--- config.mk ---
export PLATFORM = sky130hd
export DESIGN_NAME = json_string_unescape_utf8
export DESIGN_NICKNAME = d
export VERILOG_FILES = /design/src/jsu_pkg.sv /design/src/jsu_front.sv /design/src/jsu_fifo.sv /design/src/jsu_back.sv /design/src/json_string_unescape_utf8.sv
export SDC_FILE = /design/constraint.sdc
export NUM_CORES = 1
export LEC_CHECK = 0
export BUFFER_PORTS_ARGS = -buffer_cell sky130_fd_sc_hd__buf_2
export CAP_MARGIN = 20
export CORE_MARGIN = 2
export CORE_UTILIZATION = 50
export DETAILED_ROUTE_END_ITERATION = 10
export PLACE_DENSITY = 0.75
export SLEW_MARGIN = 20
export SYNTH_ARGS = -nofsm -noshare
export SYNTH_HDL_FRONTEND = slang
export SYNTH_HIERARCHICAL = 1
export SYNTH_SLANG_ARGS = --single-unit
export TNS_END_PERCENT = 5
--- constraint.sdc ---
create_clock -name clk -period 3.6 [get_ports clk]
set_clock_uncertainty 0.2 [all_clocks]
set_input_delay 0.18 -clock clk [delete_from_list [all_inputs] [get_ports clk]]
set_output_delay 0.18 -clock clk [all_outputs]
set_load 0.01 [all_outputs]
--- src/jsu_pkg.sv ---
// ----------------------------------------------------------------------------
// jsu_pkg
// Shared types and constants of the JSON string unescape / UTF-8 block.
// ----------------------------------------------------------------------------
package jsu_pkg;

	localparam int QUEUE_DEPTH = 4;

	localparam logic [2:0] ST_OK        = 3'd0;
	localparam logic [2:0] ST_CLOSED    = 3'd1;
	localparam logic [2:0] ST_BAD_ESC   = 3'd2;
	localparam logic [2:0] ST_BAD_HEX   = 3'd3;
	localparam logic [2:0] ST_NO_LOW    = 3'd4;
	localparam logic [2:0] ST_TRUNCATED = 3'd5;

	typedef enum logic [2:0] {
		MODE_NORMAL  = 3'd0,
		MODE_ESC     = 3'd1,
		MODE_HEX1    = 3'd2,
		MODE_SURR_BS = 3'd3,
		MODE_SURR_U  = 3'd4,
		MODE_HEX2    = 3'd5
	} mode_t;

	// one decoded input byte: up to four output bytes and their status
	typedef struct packed {
		logic [3:0][7:0] bytes;
		logic [1:0]      last_idx;
		logic            has_bytes;
		logic [2:0]      status;
	} run_t;

endpackage

--- src/jsu_front.sv ---
// ----------------------------------------------------------------------------
// jsu_front
// Escape decoder: takes one string byte per transfer and builds its run.
// ----------------------------------------------------------------------------
module jsu_front (
	input  logic           clk,
	input  logic           arst_n,
	input  logic           take,
	input  logic [7:0]     in_byte,
	input  logic           end_of_input,
	output jsu_pkg::run_t  run
);

	localparam logic [7:0] CH_QUOTE  = 8'h22;
	localparam logic [7:0] CH_BSLASH = 8'h5C;
	localparam logic [7:0] CH_SLASH  = 8'h2F;
	localparam logic [7:0] CH_N      = 8'h6E;
	localparam logic [7:0] CH_R      = 8'h72;
	localparam logic [7:0] CH_T      = 8'h74;
	localparam logic [7:0] CH_F      = 8'h66;
	localparam logic [7:0] CH_B      = 8'h62;
	localparam logic [7:0] CH_U      = 8'h75;

	jsu_pkg::mode_t mode_q, mode_d;
	logic [15:0]    acc_q, acc_d;
	logic [1:0]     cnt_q, cnt_d;
	logic [9:0]     hs_q, hs_d;
	logic           drop_q, drop_d;

	logic [2:0]     err;
	logic           hex_ok;
	logic [3:0]     hex_d;
	logic [15:0]    acc_n;
	logic [20:0]    code4;

	always_comb begin
		hex_ok = 1'b1;
		hex_d  = 4'd0;
		if (in_byte >= 8'h30 && in_byte <= 8'h39) begin
			hex_d = in_byte[3:0];
		end else if ((in_byte >= 8'h41 && in_byte <= 8'h46) ||
		             (in_byte >= 8'h61 && in_byte <= 8'h66)) begin
			hex_d = in_byte[3:0] + 4'd9;
		end else begin
			hex_ok = 1'b0;
		end
	end

	assign acc_n = {acc_q[11:0], hex_d};
	assign code4 = {1'b0, hs_q, acc_n[9:0]} + 21'h10000;

	always_comb begin
		mode_d        = mode_q;
		acc_d         = acc_q;
		cnt_d         = cnt_q;
		hs_d          = hs_q;
		drop_d        = drop_q;
		err           = jsu_pkg::ST_OK;
		run.bytes     = '0;
		run.last_idx  = 2'd0;
		run.has_bytes = 1'b0;
		run.status    = jsu_pkg::ST_OK;

		if (drop_q) begin
			if (in_byte == CH_QUOTE) begin
				run.status = jsu_pkg::ST_CLOSED;
				drop_d     = 1'b0;
			end
		end else begin
			case (mode_q)
				jsu_pkg::MODE_ESC: begin
					mode_d        = jsu_pkg::MODE_NORMAL;
					run.has_bytes = 1'b1;
					case (in_byte)
						CH_N:      run.bytes[0] = 8'h0A;
						CH_R:      run.bytes[0] = 8'h0D;
						CH_T:      run.bytes[0] = 8'h09;
						CH_F:      run.bytes[0] = 8'h0C;
						CH_B:      run.bytes[0] = 8'h08;
						CH_QUOTE:  run.bytes[0] = CH_QUOTE;
						CH_SLASH:  run.bytes[0] = CH_SLASH;
						CH_BSLASH: run.bytes[0] = CH_BSLASH;
						CH_U: begin
							run.has_bytes = 1'b0;
							mode_d        = jsu_pkg::MODE_HEX1;
							acc_d         = '0;
							cnt_d         = '0;
						end
						default: begin
							run.has_bytes = 1'b0;
							err           = jsu_pkg::ST_BAD_ESC;
						end
					endcase
				end
				jsu_pkg::MODE_HEX1, jsu_pkg::MODE_HEX2: begin
					if (!hex_ok) begin
						err = jsu_pkg::ST_BAD_HEX;
					end else if (cnt_q != 2'd3) begin
						acc_d = acc_n;
						cnt_d = cnt_q + 2'd1;
					end else begin
						cnt_d  = '0;
						acc_d  = '0;
						mode_d = jsu_pkg::MODE_NORMAL;
						if (mode_q == jsu_pkg::MODE_HEX1) begin
							if (acc_n >= 16'hD800 && acc_n <= 16'hDFFF) begin
								hs_d   = acc_n[9:0];
								mode_d = jsu_pkg::MODE_SURR_BS;
							end else if (acc_n <= 16'h007F) begin
								run.has_bytes = 1'b1;
								run.bytes[0]  = acc_n[7:0];
							end else if (acc_n <= 16'h07FF) begin
								run.has_bytes = 1'b1;
								run.last_idx  = 2'd1;
								run.bytes[0]  = {3'b110, acc_n[10:6]};
								run.bytes[1]  = {2'b10, acc_n[5:0]};
							end else begin
								run.has_bytes = 1'b1;
								run.last_idx  = 2'd2;
								run.bytes[0]  = {4'b1110, acc_n[15:12]};
								run.bytes[1]  = {2'b10, acc_n[11:6]};
								run.bytes[2]  = {2'b10, acc_n[5:0]};
							end
						end else begin
							hs_d          = '0;
							run.has_bytes = 1'b1;
							run.last_idx  = 2'd3;
							run.bytes[0]  = {5'b11110, code4[20:18]};
							run.bytes[1]  = {2'b10, code4[17:12]};
							run.bytes[2]  = {2'b10, code4[11:6]};
							run.bytes[3]  = {2'b10, code4[5:0]};
						end
					end
				end
				jsu_pkg::MODE_SURR_BS: begin
					if (in_byte == CH_BSLASH) mode_d = jsu_pkg::MODE_SURR_U;
					else err = jsu_pkg::ST_NO_LOW;
				end
				jsu_pkg::MODE_SURR_U: begin
					if (in_byte == CH_U) begin
						mode_d = jsu_pkg::MODE_HEX2;
						acc_d  = '0;
						cnt_d  = '0;
					end else begin
						err = jsu_pkg::ST_NO_LOW;
					end
				end
				default: begin
					if (in_byte == CH_QUOTE) begin
						run.status = jsu_pkg::ST_CLOSED;
						mode_d     = jsu_pkg::MODE_NORMAL;
						acc_d      = '0;
						cnt_d      = '0;
						hs_d       = '0;
					end else if (in_byte == CH_BSLASH) begin
						mode_d = jsu_pkg::MODE_ESC;
					end else begin
						run.has_bytes = 1'b1;
						run.bytes[0]  = in_byte;
					end
				end
			endcase

			if (err != jsu_pkg::ST_OK) begin
				run.status    = err;
				run.has_bytes = 1'b0;
				run.bytes     = '0;
				run.last_idx  = 2'd0;
				mode_d        = jsu_pkg::MODE_NORMAL;
				acc_d         = '0;
				cnt_d         = '0;
				hs_d          = '0;
				drop_d        = (in_byte != CH_QUOTE);
			end
		end

		if (end_of_input) begin
			if (run.status == jsu_pkg::ST_OK && !drop_d && mode_d != jsu_pkg::MODE_NORMAL)
				run.status = jsu_pkg::ST_TRUNCATED;
			mode_d = jsu_pkg::MODE_NORMAL;
			acc_d  = '0;
			cnt_d  = '0;
			hs_d   = '0;
			drop_d = 1'b0;
		end
	end

	always_ff @(posedge clk or negedge arst_n) begin
		if (!arst_n) begin
			mode_q <= jsu_pkg::MODE_NORMAL;
			acc_q  <= '0;
			cnt_q  <= '0;
			hs_q   <= '0;
			drop_q <= 1'b0;
		end else if (take) begin
			mode_q <= mode_d;
			acc_q  <= acc_d;
			cnt_q  <= cnt_d;
			hs_q   <= hs_d;
			drop_q <= drop_d;
		end
	end

endmodule

--- src/jsu_fifo.sv ---
// ----------------------------------------------------------------------------
// jsu_fifo
// Short queue of decoded runs between the decoder and the output serializer.
// ----------------------------------------------------------------------------
module jsu_fifo #(
	parameter int DEPTH = jsu_pkg::QUEUE_DEPTH
) (
	input  logic           clk,
	input  logic           arst_n,
	input  logic           push,
	input  jsu_pkg::run_t  wr_data,
	output logic           full,
	input  logic           pop,
	output logic           nonempty,
	output jsu_pkg::run_t  rd_data
);

	localparam int PW = (DEPTH > 1) ? $clog2(DEPTH) : 1;
	localparam int CW = $clog2(DEPTH + 1);
	localparam logic [PW-1:0] LAST_PTR = PW'(DEPTH - 1);
	localparam logic [CW-1:0] FULL_CNT = CW'(DEPTH);

	jsu_pkg::run_t      mem_q [DEPTH];
	logic [PW-1:0]      wr_ptr_q, rd_ptr_q;
	logic [CW-1:0]      cnt_q;

	assign full     = (cnt_q == FULL_CNT);
	assign nonempty = (cnt_q != '0);
	assign rd_data  = mem_q[rd_ptr_q];

	always_ff @(posedge clk) begin
		if (push) mem_q[wr_ptr_q] <= wr_data;
	end

	always_ff @(posedge clk or negedge arst_n) begin
		if (!arst_n) begin
			wr_ptr_q <= '0;
			rd_ptr_q <= '0;
			cnt_q    <= '0;
		end else begin
			if (push) wr_ptr_q <= (wr_ptr_q == LAST_PTR) ? '0 : wr_ptr_q + 1'b1;
			if (pop)  rd_ptr_q <= (rd_ptr_q == LAST_PTR) ? '0 : rd_ptr_q + 1'b1;
			if (push && !pop)      cnt_q <= cnt_q + 1'b1;
			else if (pop && !push) cnt_q <= cnt_q - 1'b1;
		end
	end

endmodule

--- src/jsu_back.sv ---
// ----------------------------------------------------------------------------
// jsu_back
// Output serializer: issues the bytes of each queued run, one per transfer.
// ----------------------------------------------------------------------------
module jsu_back (
	input  logic           clk,
	input  logic           arst_n,
	input  logic           nonempty,
	input  jsu_pkg::run_t  head,
	output logic           pop,
	output logic           m_tvalid,
	input  logic           m_tready,
	output logic [7:0]     m_tdata,
	output logic [3:0]     m_tuser,
	output logic           m_tlast
);

	logic [1:0] idx_q;
	logic       load;
	logic       at_last;

	assign load    = nonempty && (!m_tvalid || m_tready);
	assign at_last = (idx_q == head.last_idx);
	assign pop     = load && at_last;

	always_ff @(posedge clk or negedge arst_n) begin
		if (!arst_n) begin
			m_tvalid <= 1'b0;
			idx_q    <= '0;
		end else begin
			if (load)          m_tvalid <= 1'b1;
			else if (m_tready) m_tvalid <= 1'b0;
			if (pop)           idx_q <= '0;
			else if (load)     idx_q <= idx_q + 2'd1;
		end
	end

	always_ff @(posedge clk) begin
		if (load) begin
			m_tdata <= head.has_bytes ? head.bytes[idx_q] : 8'h00;
			m_tuser <= {head.status, head.has_bytes};
			m_tlast <= at_last;
		end
	end

endmodule

--- src/json_string_unescape_utf8.sv ---
// ----------------------------------------------------------------------------
// json_string_unescape_utf8
// Streaming JSON string body decoder: escapes and \u code units to UTF-8.
// ----------------------------------------------------------------------------
//  channel | dir | tdata          | tuser                 | tlast
//  s_*     | in  | in_byte        | -                     | end_of_input
//  m_*     | out | out_byte       | byte_valid, status    | last_of_run
//
//  One input byte per cycle while the run queue has room; each byte becomes
//  a run of 1 to 4 output transfers, drained at one per cycle while m_tready
//  is high by the serializer, so output-heavy runs set the sustained rate.
//  Reset clears decoder state, queue pointers and output valid; no sweep.
//  Either side may stall on its own; the queue absorbs the difference.
// ----------------------------------------------------------------------------
module json_string_unescape_utf8 #(
	parameter int QUEUE_DEPTH = jsu_pkg::QUEUE_DEPTH
) (
	input  logic       clk,
	input  logic       arst_n,
	input  logic       s_tvalid,
	output logic       s_tready,
	input  logic [7:0] s_tdata,   // [7:0] in_byte
	input  logic       s_tlast,
	output logic       m_tvalid,
	input  logic       m_tready,
	output logic [7:0] m_tdata,   // [7:0] out_byte
	output logic [3:0] m_tuser,   // [0] byte_valid, [3:1] status
	output logic       m_tlast
);

	jsu_pkg::run_t run, head;
	logic          take, full, nonempty, pop;

	assign s_tready = !full;
	assign take     = s_tvalid && s_tready;

	jsu_front u_front (
		.clk          (clk),
		.arst_n       (arst_n),
		.take         (take),
		.in_byte      (s_tdata),
		.end_of_input (s_tlast),
		.run          (run)
	);

	jsu_fifo #(.DEPTH(QUEUE_DEPTH)) u_fifo (
		.clk      (clk),
		.arst_n   (arst_n),
		.push     (take),
		.wr_data  (run),
		.full     (full),
		.pop      (pop),
		.nonempty (nonempty),
		.rd_data  (head)
	);

	jsu_back u_back (
		.clk      (clk),
		.arst_n   (arst_n),
		.nonempty (nonempty),
		.head     (head),
		.pop      (pop),
		.m_tvalid (m_tvalid),
		.m_tready (m_tready),
		.m_tdata  (m_tdata),
		.m_tuser  (m_tuser),
		.m_tlast  (m_tlast)
	);

endmodule

==> impl_summary.log, run 1 <==
INFO  metric fin_hold_ws = -0.005331 ns
INFO  metric crit_path_cell_trace = nor4_1, nand2b_1, or3_1, o21ai_0, a21oi_1, a221oi_1, nor2_1
INFO  metric period_needed = 3.046 ns
INFO  metric top_layer_reached_by_signal_wires = met4
INFO  metric clk_latency = 0.50 ns
INFO  metric cp-start-kind = flip-flop
INFO  metric grt_overflow_total = 0
INFO  metric cts_root_buffer = sky130_fd_sc_hd__clkbuf_16
INFO  metric dieWidth = 141.7 microns
INFO  metric clock-sinks = 203
INFO  metric critical_path.endpoint_type = flip-flop
INFO  metric maximum_single_stage_delay_on_the_critical_path = 0.46 ns
INFO  metric final_net_count = 671
INFO  metric detailed_route_vias_per_instance = 6.359
INFO  metric timing.final.setup_violations = 0
INFO  metric cpMaxStageDelayCell = sky130_fd_sc_hd__nor4_1
INFO  metric final.setup.worst_slack = 0.5536 ns
INFO  metric status = complete, but fails checks
INFO  metric worst_pin_slew = 0.7457 ns
INFO  metric drt-pass1-iter-count = 5
INFO  metric setup_repair_after_global_routing_missed_its_margin = false
INFO  metric routabilityCongestion = 0.9107
INFO  metric tritoncts = yes
INFO  metric max-clock-path-buffers = 3
INFO  metric synth-main-ff-cell = sky130_fd_sc_hd__edfxtp_1
INFO  metric synth_edf_count = 165
INFO  metric drt_wl_total = 21160 microns
INFO  metric top_level_ports = 28
INFO  metric async_reset_ff_share = 18.72%
INFO  metric met3_wirelength = 1219 microns
INFO  metric final_layout_size_suffix_gt1_share = 23.03%
INFO  metric cts.reportedPaths.clkPinSlew = 0.06 ns
INFO  metric critical_path.max_fanout = 6
INFO  metric postCtsResizedCells = 0
INFO  metric antenna_found_initial = 0
INFO  metric route.detailed.wl_per_inst = 23.67 microns
INFO  metric detail_route.drc_violations = 0
INFO  metric detailedRoute.firstIterationViolations = 621
INFO  metric finalCritPeriodShare = 84.62%
INFO  metric route.met2.wl = 10490 microns
INFO  metric synth_seq_cells = 203
INFO  metric place_hpwl = 14190 microns
INFO  metric cts_made_buffers = 21
INFO  metric chipHeight = 141.7 microns
INFO  metric antenna-diode-count = 0
INFO  metric synth.distinct_cells = 90
INFO  metric ctsHtreeMaxLevel = 1
INFO  metric timing_worst_setup_path_type = reg2reg
INFO  metric ant_nets = 0
INFO  metric yosysSeqAreaShare = 62.28%
INFO  metric number_of_global_route_vias_before_repair = 5712
INFO  metric floorplan.initialDensity = 50.87%
INFO  metric core_area = 0.01864 sq mm
INFO  metric maxCapViolations = 0
INFO  metric drt-met1-wl = 9067 microns
INFO  metric syn-instance-count = 600
INFO  metric die-area = 0.02008 sq mm
INFO  metric layout_common_cells = 165 x sky130_fd_sc_hd__edfxtp_1, 44 x sky130_fd_sc_hd__mux4_2, 37 x sky130_fd_sc_hd__dfrtp_1
INFO  metric final-hold-violation-count = 13
INFO  metric final_max_slew_viol_count = 0
INFO  metric worst_ir_drop_vdd = 0.3820 mV
INFO  metric portBuffers = 27
INFO  metric synthesis.area = 0.009483 sq mm
INFO  metric p_leak = 3.816 nW
INFO  metric holdCritPathClass = in2async
INFO  metric failing_checks = negative hold slack
INFO  metric grt_first_pass_wirelength = 33160 microns
INFO  metric cp_data_required_time = 3.60 ns
INFO  metric grt_start_max_net_pins = 39
INFO  metric synth_warnings = 6
INFO  metric track_usage = 21.53%
INFO  metric setup_ws_pre_cts = 0.4115 ns
INFO  metric postSynthAreaPerCell = 15.80 sq um
INFO  metric areal_power_density_over_the_cells = 778.9 mW/mm^2
INFO  metric placementRows = 50
INFO  metric vias = 5685
INFO  metric fmaxAchievable = 0.3283 GHz
INFO  metric worst-endpoint-arrival = 3.04 ns
INFO  metric layout_commonest_cell = sky130_fd_sc_hd__edfxtp_1
INFO  metric setup-tns-final = 0 ns
INFO  metric area.growth.synth_to_final = 10.95%
INFO  metric normalized_max_slew_margin = 49.76%
[worst paths after layout]
path | from | end | slack (ns) | depth (start not counted)
worst max-delay path | u_front/acc_q[10] | u_fifo/mem_q[1][12] | 0.55 | 7
worst min-delay path | arst_n | u_back/m_tvalid | -0.005 | 2
worst max register to register | u_front/acc_q[10] | u_fifo/mem_q[1][12] | 0.55 | 7
worst min register to register | u_fifo/cnt_q[2] | u_fifo/cnt_q[2] | 0.30 | 1
max in group asynchronous | arst_n | u_front/hs_q[3] | 2.72 | 3
min in group clk | s_tlast | u_front/mode_q[1] | 0.06 | 3
[sequential cells by signal, summed over array words and instances (netlist names)]
name,cells
u_fifo/mem_q,152
u_front/acc_q,12
u_front/hs_q,10
u_back/m_tdata,8
u_back/m_tuser,4
u_fifo/cnt_q,3
u_front/mode_q,3
u_back/idx_q,2
u_fifo/rd_ptr_q,2
u_fifo/wr_ptr_q,2
u_front/cnt_q,2
u_back/m_tlast,1
u_back/m_tvalid,1
u_front/drop_q,1
[metal layers]
layer  vias up  global-route usage, %
met5         -                      0
met4         0                  5.579
met3        29                  2.464
met2       249                  36.02
met1      2906                  30.49
li1       2501                      -
[kinds of logic after synthesis]
group                      Yosys count  share of synthesized area (%)
and+or+nand+nor                    140                          9.197
DFF                                203                          62.28
other                                1                        0.03955
AOI/OAI and AO/OA                  131                          10.63
xor gates and xnor gates             9                         0.8312
buffers and inverters               52                          3.655
adders and majority gates           13                          1.794
muxes                               51                          11.57
[synthesized netlist by cell type (all sizes together) (3+ instances only)]
| cell | count | share of area [%] |
|---|---|---|
| nand3 | 16 | 1.0 |
| nor2 | 27 | 1.2 |
| o21ai | 23 | 1.2 |
| and3 | 7 | 0.57 |
| mux2 | 3 | 0.36 |
| xor2 | 4 | 0.37 |
| nand4 | 4 | 0.26 |
| nand2 | 18 | 0.71 |
| xnor2 | 5 | 0.46 |
| edfxtp | 165 | 52 |
| a32oi | 4 | 0.37 |
| nor3 | 9 | 0.65 |
| or3 | 7 | 0.51 |
| or3b | 3 | 0.28 |
| a21o | 5 | 0.40 |
| a22o | 30 | 2.9 |
| a211oi | 5 | 0.45 |
| nor3b | 3 | 0.29 |
| o2bb2ai | 5 | 0.46 |
| a221oi | 4 | 0.44 |
| mux4 | 46 | 11 |
| dfrtp | 38 | 10 |
| inv | 19 | 0.78 |
| clkbuf | 5 | 0.20 |
| o21a | 3 | 0.24 |
| nor2b | 6 | 0.40 |
| o22ai | 4 | 0.26 |
| nand2b | 5 | 0.33 |
| a21oi | 21 | 1.1 |
| ha | 12 | 1.6 |
| a22oi | 3 | 0.24 |
| and2 | 20 | 1.3 |
| buf | 27 | 2.6 |
| a221o | 3 | 0.32 |
[layout make-up]
class | count | area (sq um)
clock buffers | 27 | 548.0
clock inverters | 11 | 100.1
fillers | 1426 | 8122
inverters | 20 | 77.57
multi-input cells | 347 | 3243
flip-flops and latches | 203 | 5907
well taps | 234 | 292.8
repair buffers | 52 | 352.8
[report_power, final]
part	internal (mW)	switching (mW)	total, mW
Combinational	1.14	1.49	2.63
Clock	1.22	0.821	2.04
Sequential	3.31	0.216	3.53
Total	5.66	2.53	8.20
[per-stage QoR]
| stage | power [mW] | cells | cell area [sq um] | hold WS, ns | util, % |
|---|---|---|---|---|---|
| detailed placement | 6.213 | 853 | 9833 | 0.1983 | 52.75 |
| global route | 8.595 | 894 | 10520 | 0.03607 | 56.44 |
| CTS | 8.260 | 893 | 10500 | 0.04260 | 56.33 |
| finish | 8.195 | 894 | 10520 | -0.005331 | 56.44 |
| floorplan | 5.502 | 602 | 9490 | -0.3156 | - |
| global placement | 6.094 | 853 | 9833 | 0.1835 | 52.75 |
[worst max-delay path: cells and delay by family (launching register included)]
kind | cells | cell delay, ns
DFF | 1 | 0.42
and+or+nand+nor | 4 | 1.31
AOI/OAI and AO/OA | 3 | 0.81
[timing repair]
item / 4_1_cts / 5_1_grt
hold buffers: 2 / 0
setup buffers: 0 / 0
hold endpoints to repair: 40 / 0
Power figures use the tool's default switching activity.
==> inputs of run 2 (changes only) <==
==> constraint.sdc (replaced) <==
create_clock -name clk -period 3.2 [get_ports clk]
set_clock_uncertainty 0.2 [all_clocks]
set_input_delay 0.16 -clock clk [delete_from_list [all_inputs] [get_ports clk]]
set_output_delay 0.16 -clock clk [all_outputs]
set_load 0.01 [all_outputs]
==> run 2 against run 1 <==
  * The flow now finishes without violations
  * Via count down 1.0%
  * Register-to-register slack lost 0.25 ns
  * Final cell count increased by 1.0%
  * Critical path depth grew 2
  * Setup slack worse by 0.25 ns
  * Critical path type unchanged
==> impl_summary.log, run 2 (synthesis gave the netlist of run 1 again) <==
INFO  metric status = finished clean
INFO  metric cpMaxStageDelayCell = sky130_fd_sc_hd__mux4_2
INFO  metric vias = 5626 (-1.0%)
INFO  metric worst_pin_slew = 0.9723 ns (+0.2266 ns)
INFO  metric crit_path_frequent_cell = sky130_fd_sc_hd__inv_1
INFO  metric largest_register_ff_count = 152 (unchanged)
INFO  metric floorplan.initialDensity = 50.87% (unchanged)
INFO  metric fmaxAchievable = 0.3452 GHz (+5.2%)
INFO  metric worst-endpoint-arrival = 3.06 ns (+0.02 ns)
INFO  metric maximum_single_stage_delay_on_the_critical_path = 0.55 ns (+0.09 ns)
INFO  metric top_layer_reached_by_signal_wires = met4
INFO  metric critical_path.endpoint_type = flip-flop
INFO  metric fin_hold_ws = 0.01440 ns (+0.01973 ns)
INFO  metric drt-met1-wl = 8676 microns (-4.3%)
INFO  metric cts_made_buffers = 20 (-4.8%)
INFO  metric p_leak = 3.850 nW (+0.90%)
INFO  metric reg2reg_to = u_fifo/cnt_q[1]
INFO  metric holdPathStages = 4
INFO  metric areal_power_density_over_the_cells = 862.7 mW/mm^2 (+11%)
INFO  metric antenna_found_initial = 0 (unchanged)
INFO  metric routabilityCongestion = 0.9406 (+3.3%)
INFO  metric max-clock-path-buffers = 3 (unchanged)
INFO  metric worst_r2r_path_depth = 9 (+2)
INFO  metric detailed_route_vias_per_instance = 6.230 (-2.0%)
INFO  metric grt_overflow_total = 0 (unchanged)
INFO  metric place_hpwl = 13880 microns (-2.2%)
INFO  metric holdCritPathClass = in2reg
INFO  metric startpoint_of_the_worst_slack_reg_to_reg_timing_path = u_fifo/rd_ptr_q[0]
INFO  metric portBuffers = 27 (unchanged)
INFO  metric die-area = 0.02008 sq mm (unchanged)
INFO  metric timing.final.setup_violations = 0 (unchanged)
INFO  metric ant_nets = 0 (unchanged)
INFO  metric ctsHtreeMaxLevel = 1 (unchanged)
INFO  metric final.setup.worst_slack = 0.3031 ns (-0.2506 ns)
INFO  metric clock-sinks = 203 (unchanged)
INFO  metric postCtsResizedCells = 0 (unchanged)
INFO  metric number_of_global_route_vias_before_repair = 5718 (+0.11%)
INFO  metric cts_hold_repair.buffers = 3 (+1)
INFO  metric route.met2.wl = 10310 microns (-1.7%)
INFO  metric normalized_max_slew_margin = 35.18% (-15 points)
INFO  metric grt_start_max_net_pins = 39 (unchanged)
INFO  metric worst_ir_drop_vdd = 0.3432 mV (-10%)
INFO  metric drt_wl_total = 20500 microns (-3.1%)
INFO  metric top_level_ports = 28 (unchanged)
INFO  metric final_layout_size_suffix_gt1_share = 24.96% (+1.9 points)
INFO  metric core_area = 0.01864 sq mm (unchanged)
INFO  metric timing_worst_setup_path_type = reg2reg
INFO  metric final_max_slew_viol_count = 0 (unchanged)
INFO  metric clk_latency = 0.48 ns (-0.02 ns)
INFO  metric postCtsSetupBuffers = 0 (unchanged)
INFO  metric crit_path_cell_trace = mux4_2, xor2_1, nor2_1, and2_1, inv_1, ha_1, inv_1, fa_1, mux2_2
INFO  metric final-hold-violation-count = 0 (-13)
INFO  metric cp_data_required_time = 3.37 ns (-0.23 ns)
INFO  metric drt-pass1-iter-count = 7 (+2)
INFO  metric met3_wirelength = 1127 microns (-7.5%)
INFO  metric cp-start-kind = flip-flop
INFO  metric critical_path.max_fanout = 4 (-2)
INFO  metric cts_root_buffer = sky130_fd_sc_hd__clkbuf_16
INFO  metric period_needed = 2.897 ns (-0.1494 ns)
INFO  metric setup-tns-final = 0 ns (unchanged)
INFO  metric track_usage = 21.08% (-0.45 points)
INFO  metric setup_ws_pre_cts = 0.01231 ns (-0.3992 ns)
INFO  metric detail_route.drc_violations = 0 (unchanged)
INFO  metric top_register = u_fifo/mem_q
INFO  metric finalCritPeriodShare = 90.53% (+5.9 points)
INFO  metric layout_commonest_cell = sky130_fd_sc_hd__edfxtp_1
INFO  metric area.growth.synth_to_final = 11.43%
INFO  metric timing.hold.worst.start = s_tvalid
INFO  metric layout_common_cells = 165 x sky130_fd_sc_hd__edfxtp_1, 44 x sky130_fd_sc_hd__mux4_2, 37 x sky130_fd_sc_hd__dfrtp_1
INFO  metric chipHeight = 141.7 microns (unchanged)
INFO  metric tritoncts = yes
INFO  metric setup_repair_after_global_routing_missed_its_margin = false
INFO  metric maxCapViolations = 0 (unchanged)
INFO  metric worst-r2r-setup-slack = 0.30 ns (-0.25 ns)
INFO  metric cts.reportedPaths.clkPinSlew = 0.06 ns (about the same)
INFO  metric final_core_util = 56.68% (+0.24 points)
INFO  metric detailedRoute.firstIterationViolations = 523 (-16%)
INFO  metric holdPathEnd = u_fifo/wr_ptr_q[0]
INFO  metric placementRows = 50 (unchanged)
INFO  metric grt_first_pass_wirelength = 32250 microns (-2.7%)
INFO  metric final_net_count = 682 (+1.6%)
INFO  metric antenna-diode-count = 0 (unchanged)
INFO  metric reg.largest.list = u_fifo/mem_q: 152 flops, u_front/acc_q: 12 flops, u_front/hs_q: 10 flops
INFO  metric post-layout-total-power = 9.116 mW (+11%)
INFO  metric dieWidth = 141.7 microns (unchanged)
INFO  metric route.detailed.wl_per_inst = 22.70 microns (-4.1%)
==> run 2: worst max path at each step <==
stage / startpoint / end / slack, ns
6_report: u_fifo/rd_ptr_q[0] / u_fifo/cnt_q[1] / 0.30
5_1_grt: u_front/mode_q[2] / u_fifo/mem_q[3][7] / 0.04
4_1_cts: u_fifo/rd_ptr_q[0] / u_fifo/cnt_q[1] / 0.28
3_5_place_dp: s_tdata[0] / u_fifo/mem_q[0][14] / 0.01
3_3_place_gp: s_tdata[0] / u_fifo/mem_q[0][8] / 0.11
2_1_floorplan: u_fifo/rd_ptr_q[0] / u_fifo/cnt_q[2] / 0.31
==> run 2: per-layer routing <==
| metal | track usage, % | vias to the layer above |
|---|---|---|
| li1 | - | 2512 |
| met1 | 28.46 | 2879 |
| met2 | 36.51 | 206 |
| met3 | 2.295 | 29 |
| met4 | 6.263 | 0 |
| met5 | 0 | - |
==> run 2: cell type report <==
cell class                 count  area, sq um
clock buffer                  28        571.8
clock inverter                 7        41.29
fill                        1466         8077
inverter                      20        77.57
multi-input combinational    347         3243
sequential                   203         5907
tap                          234        292.8
timing repair buffer          64        432.9
==> run 2: worst max-delay path: cells and delay by family (launching register included) <==
| family | cells | cell delay, ns |
|---|---|---|
| multiplexers | 2 | 0.82 |
| AND/OR/NAND/NOR | 2 | 0.38 |
| buffers and inverters | 2 | 0.15 |
| flip-flops | 1 | 0.41 |
| adder cells (fa/ha/maj) | 2 | 0.63 |
| XOR/XNOR | 1 | 0.18 |
==> run 2: per-stage QoR <==
stage / area, sq um / cells
2_1_floorplan: 9490 / 602
3_3_place_gp: 9923 / 865
3_5_place_dp: 9923 / 865
4_1_cts: 10570 / 903
5_1_grt: 10570 / 903
6_report: 10570 / 903
==> run 2: report_power, final <==
part           leakage [nW]  switching [mW]  internal (mW)
Combinational          1.50            1.70           1.31
Clock                 0.293           0.918           1.25
Sequential             2.06           0.216           3.73
==> inputs of run 3 (changes only) <==
--- a/config.mk
+++ b/config.mk
@@ -10,7 +10,7 @@
 export CORE_MARGIN = 2
 export CORE_UTILIZATION = 50
 export DETAILED_ROUTE_END_ITERATION = 10
-export PLACE_DENSITY = 0.75
+export PLACE_DENSITY = 0.66
 export SLEW_MARGIN = 20
 export SYNTH_ARGS = -nofsm -noshare
 export SYNTH_HDL_FRONTEND = slang
==> run 3 against run 2 <==
  * Design area grew 1.2%
  * Final cell count grew 0.66%
  * Critical path depth is the same
  * Via count grew 0.68%
  * Non-clock buffer count grew 5
  * Global-route usage grew 1.1 points
  * Sequential share of layout area shrank 0.67 points
  * Routed wire length grew 4.1%
  * Clock power grew 8%
  * Setup slack lost 0.19 ns
  * Die area is the same
  * Sequential cell count is the same
  * Critical endpoint is now u_fifo/mem_q[2][4]
==> impl_summary.log, run 3 (synthesis gave the netlist of run 1 again) <==
INFO  metric switching_share = 31.30% (+0.21 points)
INFO  metric die-area = 0.02008 sq mm (unchanged)
INFO  metric layout_commonest_cell = sky130_fd_sc_hd__edfxtp_1
INFO  metric worst_pin_slew = 0.7767 ns (-0.1956 ns)
INFO  metric normalized_max_slew_margin = 47.67% (+12 points)
INFO  metric routabilityCongestion = 0.9389 (-0.18%)
INFO  metric fillcell_total = 1459 (-0.48%)
INFO  metric period_needed = 3.085 ns (+0.1877 ns)
INFO  metric chipHeight = 141.7 microns (unchanged)
INFO  metric floorplan.initialDensity = 50.87% (unchanged)
INFO  metric vias = 5664 (+0.68%)
INFO  metric worst_r2r_path_depth = 9 (unchanged)
INFO  metric fin_hold_ws = 0.01759 ns (+0.003196 ns)
INFO  metric drt-pass1-iter-count = 5 (-2)
INFO  metric p_leak = 3.916 nW (+1.7%)
INFO  metric antenna-diode-count = 0 (unchanged)
INFO  metric layout_common_cells = 165 x sky130_fd_sc_hd__edfxtp_1, 44 x sky130_fd_sc_hd__mux4_2, 37 x sky130_fd_sc_hd__buf_4, 37 x sky130_fd_sc_hd__dfrtp_1, 29 x sky130_fd_sc_hd__a22o_1
INFO  metric worst-endpoint-arrival = 3.24 ns (+0.18 ns)
INFO  metric share_comb_of_total_power = 33.6% (+0.6 points)
INFO  metric areal_power_density_over_the_cells = 881.4 mW/mm^2 (+2.2%)
INFO  metric grt_overflow_total = 0 (unchanged)
INFO  metric area.growth.synth_to_final = 12.77%
INFO  metric seqCellArea = 0.005907 sq mm (unchanged)
INFO  metric route.detailed.wl_per_inst = 23.48 microns (+3.4%)
INFO  metric p_int = 6.475 mW (+3.1%)
INFO  metric ctsHtreeMaxLevel = 1 (unchanged)
INFO  metric placementRows = 50 (unchanged)
INFO  metric power.clock.fraction = 24.8% (+1.0 points)
INFO  metric maximum_single_stage_delay_on_the_critical_path = 0.60 ns (+0.05 ns)
INFO  metric wp_buf_inv = 2 (unchanged)
INFO  metric crit_path_cell_trace = nand2b_1, o21ai_1, and3_4, or3_4, nor2_4, buf_4, nand2_1, a211oi_1, buf_4
INFO  metric worst_ir_drop_vdd = 0.3596 mV (+4.8%)
INFO  metric cp-start-kind = flip-flop
INFO  metric detailed_route_vias_per_instance = 6.231 (about the same)
INFO  metric final_max_slew_viol_count = 0 (unchanged)
INFO  metric detail_route.drc_violations = 0 (unchanged)
INFO  metric grt_first_pass_wirelength = 33480 microns (+3.8%)
INFO  metric final_net_count = 688 (+0.88%)
INFO  metric dp_cells = 869 (+0.46%)
INFO  metric dieWidth = 141.7 microns (unchanged)
INFO  metric startpoint_of_the_worst_slack_reg_to_reg_timing_path = u_front/mode_q[1]
INFO  metric cts.reportedPaths.clkPinSlew = 0.07 ns (about the same)
INFO  metric seq_power_share = 41.6% (-1.6 points)
INFO  metric multiInputGateArea = 0.003247 sq mm (+0.12%)
INFO  metric core_area = 0.01864 sq mm (unchanged)
INFO  metric tritoncts = yes
INFO  metric final_layout_size_suffix_gt1_share = 26.22% (+1.3 points)
INFO  metric crit_path_frequent_cell = sky130_fd_sc_hd__buf_4
INFO  metric setup-tns-final = 0 ns (unchanged)
INFO  metric worst-r2r-setup-slack = 0.12 ns (-0.19 ns)
INFO  metric portBuffers = 27 (unchanged)
INFO  metric drt_wl_total = 21350 microns (+4.1%)
INFO  metric total_switching_power = 2.950 mW (+4.1%)
INFO  metric cts_root_buffer = sky130_fd_sc_hd__clkbuf_16
INFO  metric top_level_ports = 28 (unchanged)
INFO  metric maxCapViolations = 0 (unchanged)
INFO  metric clock-sinks = 203 (unchanged)
INFO  metric critical_path.endpoint_type = flip-flop
INFO  metric ant_nets = 0 (unchanged)
INFO  metric top_register = u_fifo/mem_q
INFO  metric fmaxAchievable = 0.3242 GHz (-6.1%)
INFO  metric cpMaxStageDelayCell = sky130_fd_sc_hd__dfrtp_1
INFO  metric track_usage = 22.20% (+1.1 points)
INFO  metric cp_data_required_time = 3.36 ns (about the same)
INFO  metric status = finished clean
INFO  metric number_of_global_route_vias_before_repair = 5790 (+1.3%)
INFO  metric critical-path-top-delay-family = simple AND/OR/NAND/NOR gates
INFO  metric clk_latency = 0.49 ns (about the same)
INFO  metric reg.largest.list = u_fifo/mem_q: 152 flops, u_front/acc_q: 12 flops, u_front/hs_q: 10 flops
INFO  metric timing.final.setup_violations = 0 (unchanged)
INFO  metric reg2reg_to = u_fifo/mem_q[2][4]
INFO  metric post-layout-total-power = 9.425 mW (+3.4%)
INFO  metric timing_worst_setup_path_type = reg2reg
INFO  metric place_hpwl = 14550 microns (+4.8%)
INFO  metric antenna_found_initial = 0 (unchanged)
INFO  metric holdCritPathClass = in2async
INFO  metric cts_made_buffers = 21 (+5.0%)
INFO  metric finalCritPeriodShare = 96.40% (+5.9 points)
INFO  metric largest_register_ff_count = 152 (unchanged)
INFO  metric grt_start_max_net_pins = 39 (unchanged)
INFO  metric setup_repair_after_global_routing_missed_its_margin = false
INFO  metric stdcell_count = 909 (+0.66%)
INFO  metric final-hold-violation-count = 0 (unchanged)
INFO  metric max-clock-path-buffers = 3 (unchanged)
INFO  metric critical_path.max_fanout = 13 (+9)
INFO  metric detailedRoute.firstIterationViolations = 473 (-9.6%)
==> run 3: cell types whose count changed in the layout (fill, tap and decap cells not counted), moves of 2 or more <==
cell,previous run,this run
sky130_fd_sc_hd__buf_4,33,37
sky130_fd_sc_hd__buf_12,1,4
sky130_fd_sc_hd__bufinv_16,0,2
sky130_fd_sc_hd__clkbuf_1,5,3
sky130_fd_sc_hd__clkbuf_8,2,0
sky130_fd_sc_hd__clkinv_4,0,2
==> run 3: worst max-delay path by stage <==
stage                                  start                  to  slack (ns)  cells past startpoint
after global routing       u_front/mode_q[1]  u_fifo/mem_q[1][9]        0.02                      6
after CTS                 u_fifo/rd_ptr_q[0]     u_fifo/cnt_q[2]        0.11                     11
after global placement            s_tdata[0]  u_fifo/mem_q[0][4]       0.008                     12
after floorplan           u_fifo/rd_ptr_q[0]     u_fifo/cnt_q[2]        0.31                     13
after detailed placement          s_tdata[0]  u_fifo/mem_q[2][4]       -0.02                     12
final                      u_front/mode_q[1]  u_fifo/mem_q[2][4]        0.12                      9
==> run 3: metrics by stage <==
| stage | util, % | area [sq um] | setup slack (ns) |
|---|---|---|---|
| after detailed placement | 53.59 | 9991 | -0.02085 |
| after global placement | 53.59 | 9991 | 0.007788 |
| after global routing | 57.36 | 10690 | 0.01842 |
| after floorplan | - | 9490 | 0.3100 |
| final | 57.36 | 10690 | 0.1154 |
| after CTS | 57.25 | 10670 | 0.1108 |
==> run 3: what timing repair did <==
action,CTS,global route
gates resized for setup,0,1
hold buffers,2,0
hold endpoints to repair,41,0
setup endpoints to repair,0,6
setup buffers,0,2
==> run 3: worst register-to-register path: cells and delay by family (launching register included) <==
kind                   cells  cell delay, ns
buffers and inverters      2            0.37
AOI/OAI and AO/OA          2            0.64
and+or+nand+nor            5            1.14
DFF                        1            0.60
==> run 3: cell type report <==
class / count / share of cell area [%]
Sequential cell: 203 / 55.24
Timing Repair Buffer: 69 / 4.750
Inverter: 20 / 0.7254
Clock inverter: 12 / 1.170
Multi-Input combinational cell: 347 / 30.36
Tap cell: 234 / 2.738
Clock buffer: 24 / 5.019
==> run 3: power by group through the flow <==
| stage | logic [mW] | clock network, mW | registers (mW) |
|---|---|---|---|
| floorplan | 2.23 | 0 | 3.96 |
| global placement | 3.06 | 0 | 3.95 |
| detailed placement | 3.13 | 0 | 3.99 |
| CTS | 3.17 | 2.39 | 3.94 |
| global route | 3.44 | 2.49 | 3.98 |
| finish | 3.16 | 2.34 | 3.92 |
==> run 3: per-layer routing <==
metal  GRT usage (%)  vias to the layer above  part of all wire (%)
li1                -                     2524                     -
met1           29.83                     2919                    42
met2           37.23                      180                    49
met3           3.442                       41                   5.1
met4           7.895                        0                   3.2
met5               0                        -                     0
